File: src/rtl/drift_attitude_target_step_unit_defines.svh
// Assertion macros shared by the attitude target step RTL.
`ifndef DRIFT_ATTITUDE_TARGET_STEP_UNIT_DEFINES_SVH
`define DRIFT_ATTITUDE_TARGET_STEP_UNIT_DEFINES_SVH

// Same-cycle implication, sampled on clk, off during rst.
`define DATS_ASSERT_NOW(label, ante, cons, msg) \
  label: assert property (@(posedge clk) disable iff (rst) (ante) |-> (cons)) \
    else $error(msg);

// Next-cycle implication, sampled on clk, off during rst.
`define DATS_ASSERT_NEXT(label, ante, cons, msg) \
  label: assert property (@(posedge clk) disable iff (rst) (ante) |=> (cons)) \
    else $error(msg);

`endif

File: src/rtl/dats_pkg.sv
// Types, constants and helper functions for the attitude target step unit.
package dats_pkg;

  localparam int MUL_W  = 33;
  localparam int PROD_W = 66;

  // floor(2^32 / 100) and floor(2^45 / 15625); one correction step follows each
  localparam logic [25:0] RECIP_100   = 26'd42949672;
  localparam logic [31:0] RECIP_15625 = 32'd2251799813;
  localparam logic [6:0]  DIV_100     = 7'd100;
  localparam logic [13:0] DIV_15625   = 14'd15625;

  // yaw rate magnitude reaches the cap once the product passes 90000 * 500000
  localparam logic [36:0] YAW_SAT_X    = 37'd45000000000;
  localparam logic [16:0] YAW_RATE_MAX = 17'd90000;

  localparam logic [12:0] FWD_SPAN  = 13'd5000;
  localparam logic [12:0] FWD_CAP   = 13'd2000;
  localparam logic [12:0] TILT_CAP  = 13'd4500;
  localparam logic signed [13:0] TILT_CAP_S = 14'sd4500;
  localparam logic [6:0]  FILT_OLD   = 7'd96;
  localparam int          FILT_SHIFT = 10;   // stick * 256 * 4
  localparam logic [11:0] BRAKE_STEP = 12'd3;

  typedef enum logic [1:0] {
    REG_YAW_GAIN    = 2'd0,
    REG_SPEED_GAIN  = 2'd1,
    REG_SPEED_LIMIT = 2'd2
  } cfg_reg_t;

  typedef enum logic [4:0] {
    S_IDLE, S_RV1, S_RV2, S_PV1, S_PV2, S_VEL, S_FILT, S_FWD, S_SPAN,
    S_FQ, S_FQ2, S_FC, S_YX, S_YS, S_YQ, S_YC, S_RA, S_RM, S_RQ, S_RQ2,
    S_RC, S_RS, S_BM, S_BQ, S_BQ2, S_BC, S_FIN
  } state_t;

  typedef struct packed {
    logic signed [MUL_W-1:0] a;
    logic signed [MUL_W-1:0] b;
  } mul_op_t;

  // divide by 2^14, rounding toward zero
  function automatic logic signed [19:0] trunc_q14(input logic signed [33:0] v);
    logic signed [33:0] b;
    b = v + (v[33] ? 34'sd16383 : 34'sd0);
    return b[33:14];
  endfunction

  function automatic logic signed [12:0] clamp_lim(input logic signed [19:0] v,
                                                  input logic [11:0] lim);
    logic signed [19:0] hi;
    logic signed [19:0] lo;
    logic signed [12:0] r;
    hi = $signed({8'b0, lim});
    lo = -hi;
    if (v > hi) r = hi[12:0];
    else if (v < lo) r = lo[12:0];
    else r = v[12:0];
    return r;
  endfunction

  // magnitude and sign back to a saturated angle
  function automatic logic signed [13:0] sat_mag(input logic [21:0] m, input logic neg);
    logic [12:0] mm;
    logic signed [13:0] s;
    mm = (m > {9'b0, TILT_CAP}) ? TILT_CAP : m[12:0];
    s = $signed({1'b0, mm});
    return neg ? -s : s;
  endfunction

  function automatic logic signed [13:0] clamp_angle(input logic signed [13:0] v);
    logic signed [13:0] r;
    if (v > TILT_CAP_S) r = TILT_CAP_S;
    else if (v < -TILT_CAP_S) r = -TILT_CAP_S;
    else r = v;
    return r;
  endfunction

  // quotient estimate is one low at most
  function automatic logic corr_100(input logic [27:0] n, input logic [27:0] qm);
    logic [27:0] r;
    r = n - qm;
    return r >= {21'b0, DIV_100};
  endfunction

endpackage

File: src/rtl/dats_mul.sv
// Shared signed multiplier with registered product.
module dats_mul (
  input  logic                                clk,
  input  dats_pkg::mul_op_t                   op,
  output logic signed [dats_pkg::PROD_W-1:0]  p
);
  import dats_pkg::*;

  always_ff @(posedge clk) begin
    p <= $signed(op.a) * $signed(op.b);
  end

endmodule

File: src/rtl/drift_attitude_target_step_unit.sv
// Top level of the attitude target step unit: sequencer, datapath and ports.
//
// One control tick per input item. An engaged item passes every state from
// acceptance until the block is ready again, with the result registered at the
// output in the last one, S_FIN; a disengaged item goes from S_IDLE to S_FIN.
// A single 33x33 signed multiplier with a registered product serves the
// sequencer for the velocity rotation, the filter, the gains and every
// constant division (reciprocal multiply, then a one-step correction).
// in_stall is high while the sequencer runs. A new item is taken while the
// previous result still waits at the output; the sequencer holds its last step
// until the output register is free. Configuration writes apply at once.
`include "drift_attitude_target_step_unit_defines.svh"

module drift_attitude_target_step_unit (
  input  logic               clk,
  input  logic               rst,
  input  logic               cfg_we,
  input  logic [1:0]         cfg_index,
  input  logic [11:0]        cfg_data,
  input  logic               in_valid,
  output logic               in_stall,
  input  logic signed [13:0] roll_lean,
  input  logic signed [13:0] pitch_lean,
  input  logic signed [13:0] yaw_stick,
  input  logic signed [15:0] vel_north,
  input  logic signed [15:0] vel_east,
  input  logic signed [15:0] cos_yaw,
  input  logic signed [15:0] sin_yaw,
  input  logic               engaged,
  output logic               out_valid,
  input  logic               out_stall,
  output logic signed [13:0] roll_target,
  output logic signed [13:0] pitch_target,
  output logic signed [17:0] yaw_rate_target,
  output logic               valid_res
);
  import dats_pkg::*;

  state_t state, state_next;

  logic [10:0] yaw_gain;
  logic [10:0] speed_gain;
  logic [11:0] speed_limit;

  logic signed [21:0] roll_filter;
  logic [10:0]        brake_gain;

  // latched item
  logic [13:0]        rl_mag;
  logic               rl_neg;
  logic signed [13:0] pl_r;
  logic signed [13:0] ys_r;
  logic signed [15:0] vn_r, ve_r, cy_r, sy_r;
  logic               eng_r;

  // work registers
  logic signed [33:0] acc;
  logic signed [33:0] rsum;
  logic signed [19:0] rvr, pvr;
  logic signed [12:0] rvc, pvc;
  logic [12:0]        span;
  logic [27:0]        dmag;
  logic               dneg;
  logic [21:0]        qd;
  logic [25:0]        ta;
  logic [36:0]        x;
  logic               ysat;
  logic [17:0]        qy;
  logic [16:0]        ymag;
  logic signed [21:0] rfn;
  logic [10:0]        bgn;
  logic signed [17:0] yaw_r;
  logic signed [13:0] roll_r;

  mul_op_t               mop;
  logic signed [65:0]    p;

  logic               out_free;
  logic signed [33:0] acc_abs;
  logic signed [65:0] p_abs;
  logic signed [19:0] pv_abs;
  logic [12:0]        fwd;
  logic signed [22:0] qd_s;
  logic [31:0]        yrem;
  logic [11:0]        bg3;
  logic [17:0]        yq_fix;

  dats_mul u_mul (
    .clk (clk),
    .op  (mop),
    .p   (p)
  );

  assign out_free = !out_valid || !out_stall;
  assign acc_abs  = acc[33] ? -acc : acc;
  assign p_abs    = p[65] ? -p : p;
  assign pv_abs   = pvr[19] ? -pvr : pvr;
  assign fwd      = (pv_abs > $signed({7'b0, FWD_CAP})) ? FWD_CAP : pv_abs[12:0];
  assign qd_s     = $signed({1'b0, qd});
  assign yrem     = x[36:5] - p[31:0];
  assign bg3      = {1'b0, brake_gain} + BRAKE_STEP;
  assign yq_fix   = qy + {17'b0, (yrem >= {18'b0, DIV_15625})};

  always_ff @(posedge clk) begin
    if (rst) state <= S_IDLE;
    else state <= state_next;
  end

  // sequencer and multiplier operand select
  always_comb begin
    state_next = state;
    mop = '0;
    in_stall = (state != S_IDLE);
    case (state)
      S_IDLE:  if (in_valid) state_next = engaged ? S_RV1 : S_FIN;
      S_RV1: begin
        mop.a = $signed({{17{ve_r[15]}}, ve_r});
        mop.b = $signed({{17{cy_r[15]}}, cy_r});
        state_next = S_RV2;
      end
      S_RV2: begin
        mop.a = $signed({{17{vn_r[15]}}, vn_r});
        mop.b = $signed({{17{sy_r[15]}}, sy_r});
        state_next = S_PV1;
      end
      S_PV1: begin
        mop.a = $signed({{17{ve_r[15]}}, ve_r});
        mop.b = $signed({{17{sy_r[15]}}, sy_r});
        state_next = S_PV2;
      end
      S_PV2: begin
        mop.a = $signed({{17{vn_r[15]}}, vn_r});
        mop.b = $signed({{17{cy_r[15]}}, cy_r});
        state_next = S_VEL;
      end
      S_VEL: begin
        mop.a = $signed({{11{roll_filter[21]}}, roll_filter});
        mop.b = $signed({26'b0, FILT_OLD});
        state_next = S_FILT;
      end
      S_FILT:  state_next = S_FWD;
      S_FWD: begin
        mop.a = $signed({{20{rvc[12]}}, rvc});
        mop.b = $signed({22'b0, speed_gain});
        state_next = S_SPAN;
      end
      S_SPAN: begin
        mop.a = $signed({19'b0, rl_mag});
        mop.b = $signed({20'b0, span});
        state_next = S_FQ;
      end
      S_FQ, S_RQ, S_BQ: begin
        mop.a = $signed({5'b0, dmag});
        mop.b = $signed({7'b0, RECIP_100});
        case (state)
          S_FQ:    state_next = S_FQ2;
          S_RQ:    state_next = S_RQ2;
          default: state_next = S_BQ2;
        endcase
      end
      S_FQ2, S_RQ2, S_BQ2: begin
        mop.a = $signed({11'b0, p[53:32]});
        mop.b = $signed({26'b0, DIV_100});
        case (state)
          S_FQ2:   state_next = S_FC;
          S_RQ2:   state_next = S_RC;
          default: state_next = S_BC;
        endcase
      end
      S_FC: begin
        mop.a = $signed({7'b0, ta});
        mop.b = $signed({22'b0, yaw_gain});
        state_next = S_YX;
      end
      S_YX:    state_next = S_YS;
      S_YS: begin
        mop.a = $signed({1'b0, x[36:5]});
        mop.b = $signed({1'b0, RECIP_15625});
        state_next = S_YQ;
      end
      S_YQ: begin
        mop.a = $signed({15'b0, p[62:45]});
        mop.b = $signed({19'b0, DIV_15625});
        state_next = S_YC;
      end
      S_YC: begin
        mop.a = $signed({{11{rfn[21]}}, rfn});
        mop.b = $signed({26'b0, DIV_100});
        state_next = S_RA;
      end
      S_RA:    state_next = S_RM;
      S_RM:    state_next = S_RQ;
      S_RC:    state_next = S_RS;
      S_RS: begin
        mop.a = $signed({{20{pvc[12]}}, pvc});
        mop.b = $signed({22'b0, bgn});
        state_next = S_BM;
      end
      S_BM:    state_next = S_BQ;
      S_BC:    state_next = S_FIN;
      S_FIN:   if (out_free) state_next = S_IDLE;
      default: state_next = S_IDLE;
    endcase
  end

  // configuration registers
  always_ff @(posedge clk) begin
    if (rst) begin
      yaw_gain    <= 11'd450;
      speed_gain  <= 11'd800;
      speed_limit <= 12'd560;
    end else if (cfg_we) begin
      case (cfg_index)
        REG_YAW_GAIN:    yaw_gain    <= cfg_data[10:0];
        REG_SPEED_GAIN:  speed_gain  <= cfg_data[10:0];
        REG_SPEED_LIMIT: speed_limit <= cfg_data;
        default: ;
      endcase
    end
  end

  // filter and brake state, committed with the result
  always_ff @(posedge clk) begin
    if (rst) begin
      roll_filter <= '0;
      brake_gain  <= '0;
    end else if (state == S_FIN && out_free && eng_r) begin
      roll_filter <= rfn;
      brake_gain  <= bgn;
    end
  end

  always_ff @(posedge clk) begin
    if (rst) out_valid <= 1'b0;
    else if (state == S_FIN && out_free) out_valid <= 1'b1;
    else if (!out_stall) out_valid <= 1'b0;
  end

  always_ff @(posedge clk) begin
    if (state == S_FIN && out_free) begin
      if (eng_r) begin
        roll_target     <= roll_r;
        pitch_target    <= (pl_r == '0) ? sat_mag(qd, dneg) : clamp_angle(pl_r);
        yaw_rate_target <= yaw_r;
        valid_res       <= 1'b1;
      end else begin
        roll_target     <= '0;
        pitch_target    <= '0;
        yaw_rate_target <= '0;
        valid_res       <= 1'b0;
      end
    end
  end

  // datapath
  always_ff @(posedge clk) begin
    case (state)
      S_IDLE: if (in_valid) begin
        rl_mag <= roll_lean[13] ? 14'(-roll_lean) : roll_lean;
        rl_neg <= roll_lean[13];
        pl_r   <= pitch_lean;
        ys_r   <= yaw_stick;
        vn_r   <= vel_north;
        ve_r   <= vel_east;
        cy_r   <= cos_yaw;
        sy_r   <= sin_yaw;
        eng_r  <= engaged;
      end
      S_RV2:  acc  <= $signed(p[33:0]);
      S_PV1:  rsum <= acc - $signed(p[33:0]);
      S_PV2:  acc  <= $signed(p[33:0]);
      S_VEL: begin
        acc <= acc + $signed(p[33:0]);
        rvr <= trunc_q14(rsum);
      end
      S_FILT: begin
        pvr <= trunc_q14(acc);
        rvc <= clamp_lim(rvr, speed_limit);
        acc <= $signed(p[33:0]) + ($signed({{20{ys_r[13]}}, ys_r}) <<< FILT_SHIFT);
      end
      S_FWD: begin
        pvc  <= clamp_lim(pvr, speed_limit);
        span <= FWD_SPAN - fwd;
        dmag <= acc_abs[27:0];
        dneg <= acc[33];
      end
      S_SPAN: acc <= $signed(p[33:0]);
      S_FQ:   ta  <= p[25:0];
      S_FQ2, S_RQ2, S_BQ2: qd <= p[53:32];
      S_FC, S_RC, S_BC: begin
        qd <= qd + {21'b0, corr_100(dmag, p[27:0])};
        if (state == S_RC) begin
          if (pl_r == '0) bgn <= (bg3 > {1'b0, speed_gain}) ? speed_gain : bg3[10:0];
          else bgn <= '0;
        end
      end
      S_YX: begin
        x   <= p[36:0];
        rfn <= dneg ? 22'(-qd_s) : 22'(qd_s);
      end
      S_YS:   ysat <= (x >= YAW_SAT_X);
      S_YQ:   qy   <= p[62:45];
      S_YC:   ymag <= ysat ? YAW_RATE_MAX : yq_fix[16:0];
      S_RA: begin
        // A = 100*filter - 256*roll_speed*gain
        acc   <= $signed(p[33:0]) - (acc <<< 8);
        yaw_r <= rl_neg ? -$signed({1'b0, ymag}) : $signed({1'b0, ymag});
      end
      S_RM: begin
        dmag <= {2'b0, acc_abs[33:8]};
        dneg <= acc[33];
      end
      S_RS:   roll_r <= sat_mag(qd, dneg);
      S_BM: begin
        dmag <= p_abs[27:0];
        dneg <= p[65];
      end
      default: ;
    endcase
  end

  `DATS_ASSERT_NEXT(a_accept_busy, in_valid && !in_stall, in_stall, "item accepted but still ready")
  `DATS_ASSERT_NEXT(a_fin_load, state == S_FIN && out_free, out_valid && !in_stall, "result not loaded")
  `DATS_ASSERT_NOW(a_off_zero, out_valid && !valid_res, roll_target == '0 && pitch_target == '0 && yaw_rate_target == '0, "disengaged result not zero")
  `DATS_ASSERT_NOW(a_angle_range, out_valid && valid_res, roll_target <= TILT_CAP_S && roll_target >= -TILT_CAP_S && pitch_target <= TILT_CAP_S && pitch_target >= -TILT_CAP_S, "target out of range")
  `DATS_ASSERT_NOW(a_brake_cap, state == S_RS, bgn <= speed_gain, "brake gain above speed gain")

endmodule
File: config.mk
export PLATFORM = sky130hd
export DESIGN_NAME = drift_attitude_target_step_unit
export DESIGN_NICKNAME = d
export VERILOG_FILES = /design/src/rtl/dats_pkg.sv /design/src/rtl/dats_mul.sv /design/src/rtl/drift_attitude_target_step_unit.sv
export VERILOG_INCLUDE_DIRS = /design/src /design/src/rtl
export SDC_FILE = /design/constraint.sdc
export NUM_CORES = 2
export LEC_CHECK = 0
export BUFFER_PORTS_ARGS = -buffer_cell sky130_fd_sc_hd__buf_4
export CAP_MARGIN = 40
export CORE_MARGIN = 10
export CORE_UTILIZATION = 71
export DETAILED_ROUTE_END_ITERATION = 6
export PLACE_DENSITY = 0.87
export SLEW_MARGIN = 5
export SYNTH_ARGS = -nofsm -noshare
export SYNTH_HDL_FRONTEND = slang
export SYNTH_HIERARCHICAL = 1
export SYNTH_SLANG_ARGS = --single-unit
File: constraint.sdc
create_clock -name clk -period 22.4 [get_ports clk]
set_input_delay 2.24 -clock clk [delete_from_list [all_inputs] [get_ports clk]]
set_output_delay 2.24 -clock clk [all_outputs]
set_load 0.1 [all_outputs]
==> reports/results.ini <==
[run_status]
status=complete, but fails checks
failed_checks=design-rule violations

[worst_setup_path]
worst_setup_path_end_kind=register
critPathMaxStageDelay_ps=710
crit_path_frequent_cell=fa_1
critPathSlowestCell=dfxtp_1
rr_startpoint=state[2]
rrSetupSlack_ps=11140
critPathLaunch=state[2]
crit_type=reg -> reg
r2r_end=u_mul/p[61]
crit_required_ps=22990
cp_max_fo=33
ff2ff_path_depth=34
critPathLaunchType=register
arrival_ps=11850

[sta]
finalCritPeriodShare=0.503
worstMarginPinSlew_ps=1000
hold_slack_ps=459
tns_ps=0
slew_viol_final=0
rsz0062_at_grt=false
setup_viol=0
skew_ps=48.1
hold_violations=0
fin_crit_ps=11260
max-slew-margin-rel=0.329
max_freq_mhz=88.8

[clock_tree]
cts.sinks=653
clk_pin_slew_ps=70
clockBufferDepth=3
cts_setup_buffers=0
cts_buffers=69
clkLatencyLatePin_ps=680
holdBufCountCts=0
cts_tree=done
root_buffer=clkbuf_16
cts_max_level=3
post_cts_resized=0

[finish]
design_area_um2=84500
final_common_cell=inv_1
layout_common_cells=inv_1 (1357), fa_1 (1151), nand2_1 (988), and2_1 (612), edfxtp_1 (516)
area_growth_syn_to_layout_pct=6.58
fillers=7210
drive_above_1_share=0.0609
nets=10100

[worst_hold_path]
holdPathStages=2
hp-start=yaw_gain[5]
hold_class=reg -> reg
min_to=yaw_gain[5]

[floorplan]
die_h_um=354
row_count=122
core_area_um2=111000
start_util=0.716
die_x_um=354
ioPinCount=175
die_area_um2=125000

[drt]
wl_per_cell_um=25.8
drcViolationCount=11
post_drt_via_cell_ratio=6.56
routed_wl_um=255000
drtIter0Drc=8379
vias=64600
drtPass1Iterations=7
ant_nets=0

[logic_synthesis]
netlist_area_um2=79300
syn_area_per_cell_um2=9.50
syn_nets=10100
syn_inst=8348
yosysWarningCount=6

[global_route]
grt_pass1_wl_um=389000
antenna_found_initial=15
grt_max_degree=107
grtUsageTotal=0.401
grt_pass1_vias=66200
grt_overflow=0

[placement]
gp_congestion=1.02
placed_area_um2=82200
place_hpwl_um=196000
io_buffers=174

[flow_run]
cap_violations=0

through the flow:
step / instances / setup slack, ps / util
after global placement: 9716 / 11290 / 0.740
after CTS: 9848 / 11340 / 0.762
after floorplan: 8348 / 12410 / -
final: 9856 / 11140 / 0.763
after detailed placement: 9725 / 11420 / 0.742
after global routing: 9851 / 10660 / 0.763
registers in the layout, indices dropped and copies added, names as in the netlist, 17 cells and up:
name,flops
rsum,34
ta,26
dmag,28
pvr,20
qy,17
qd,22
u_mul/p,64
x,37
roll_filter,22
rfn,22
acc,34
yaw_rate_target,18
ymag,17
yaw_r,18
rvr,20
worst max-delay path: cells and delay by family, from the launching register on:
kind,cells,cell delay (ps)
AO/OA/AOI/OAI,10,2130
XOR/XNOR,1,160
buffers and inverters,9,1840
flip-flops,1,710
adder cells (fa/ha/maj),9,4440
AND/OR/NAND/NOR,5,1840
layout make-up:
cell class	count	area, um2	area share
antenna	5	12.5	0.000148
clock buffer	87	1880	0.0223
clock inverter	36	418	0.00494
inverter	1360	5110	0.0604
multi-input combinational	5927	54600	0.646
sequential	653	18200	0.216
tap	1488	1860	0.0220
timing repair buffer	300	2370	0.0280
routing by layer:
metal  track usage  vias up  routed length (um)
met5             0        -                 103
met4         0.210       16               16100
met3         0.113     1020               36000
met2         0.595     4884              110000
met1         0.538    31600               92500
li1              -    27100                   -
worst max-delay path by stage:
stage | to | slack [ps] | cells after the start
finish | u_mul/p[61] | 11140 | 34
global route | u_mul/p[61] | 10660 | 34
CTS | u_mul/p[61] | 11340 | 34
detailed placement | u_mul/p[61] | 11420 | 34
global placement | u_mul/p[65] | 11290 | 33
floorplan | u_mul/p[65] | 12410 | 32
Power is left out: the tool's default activity adds up to more than one toggle a clock period on the data nets, which glitch-free logic cannot reach.
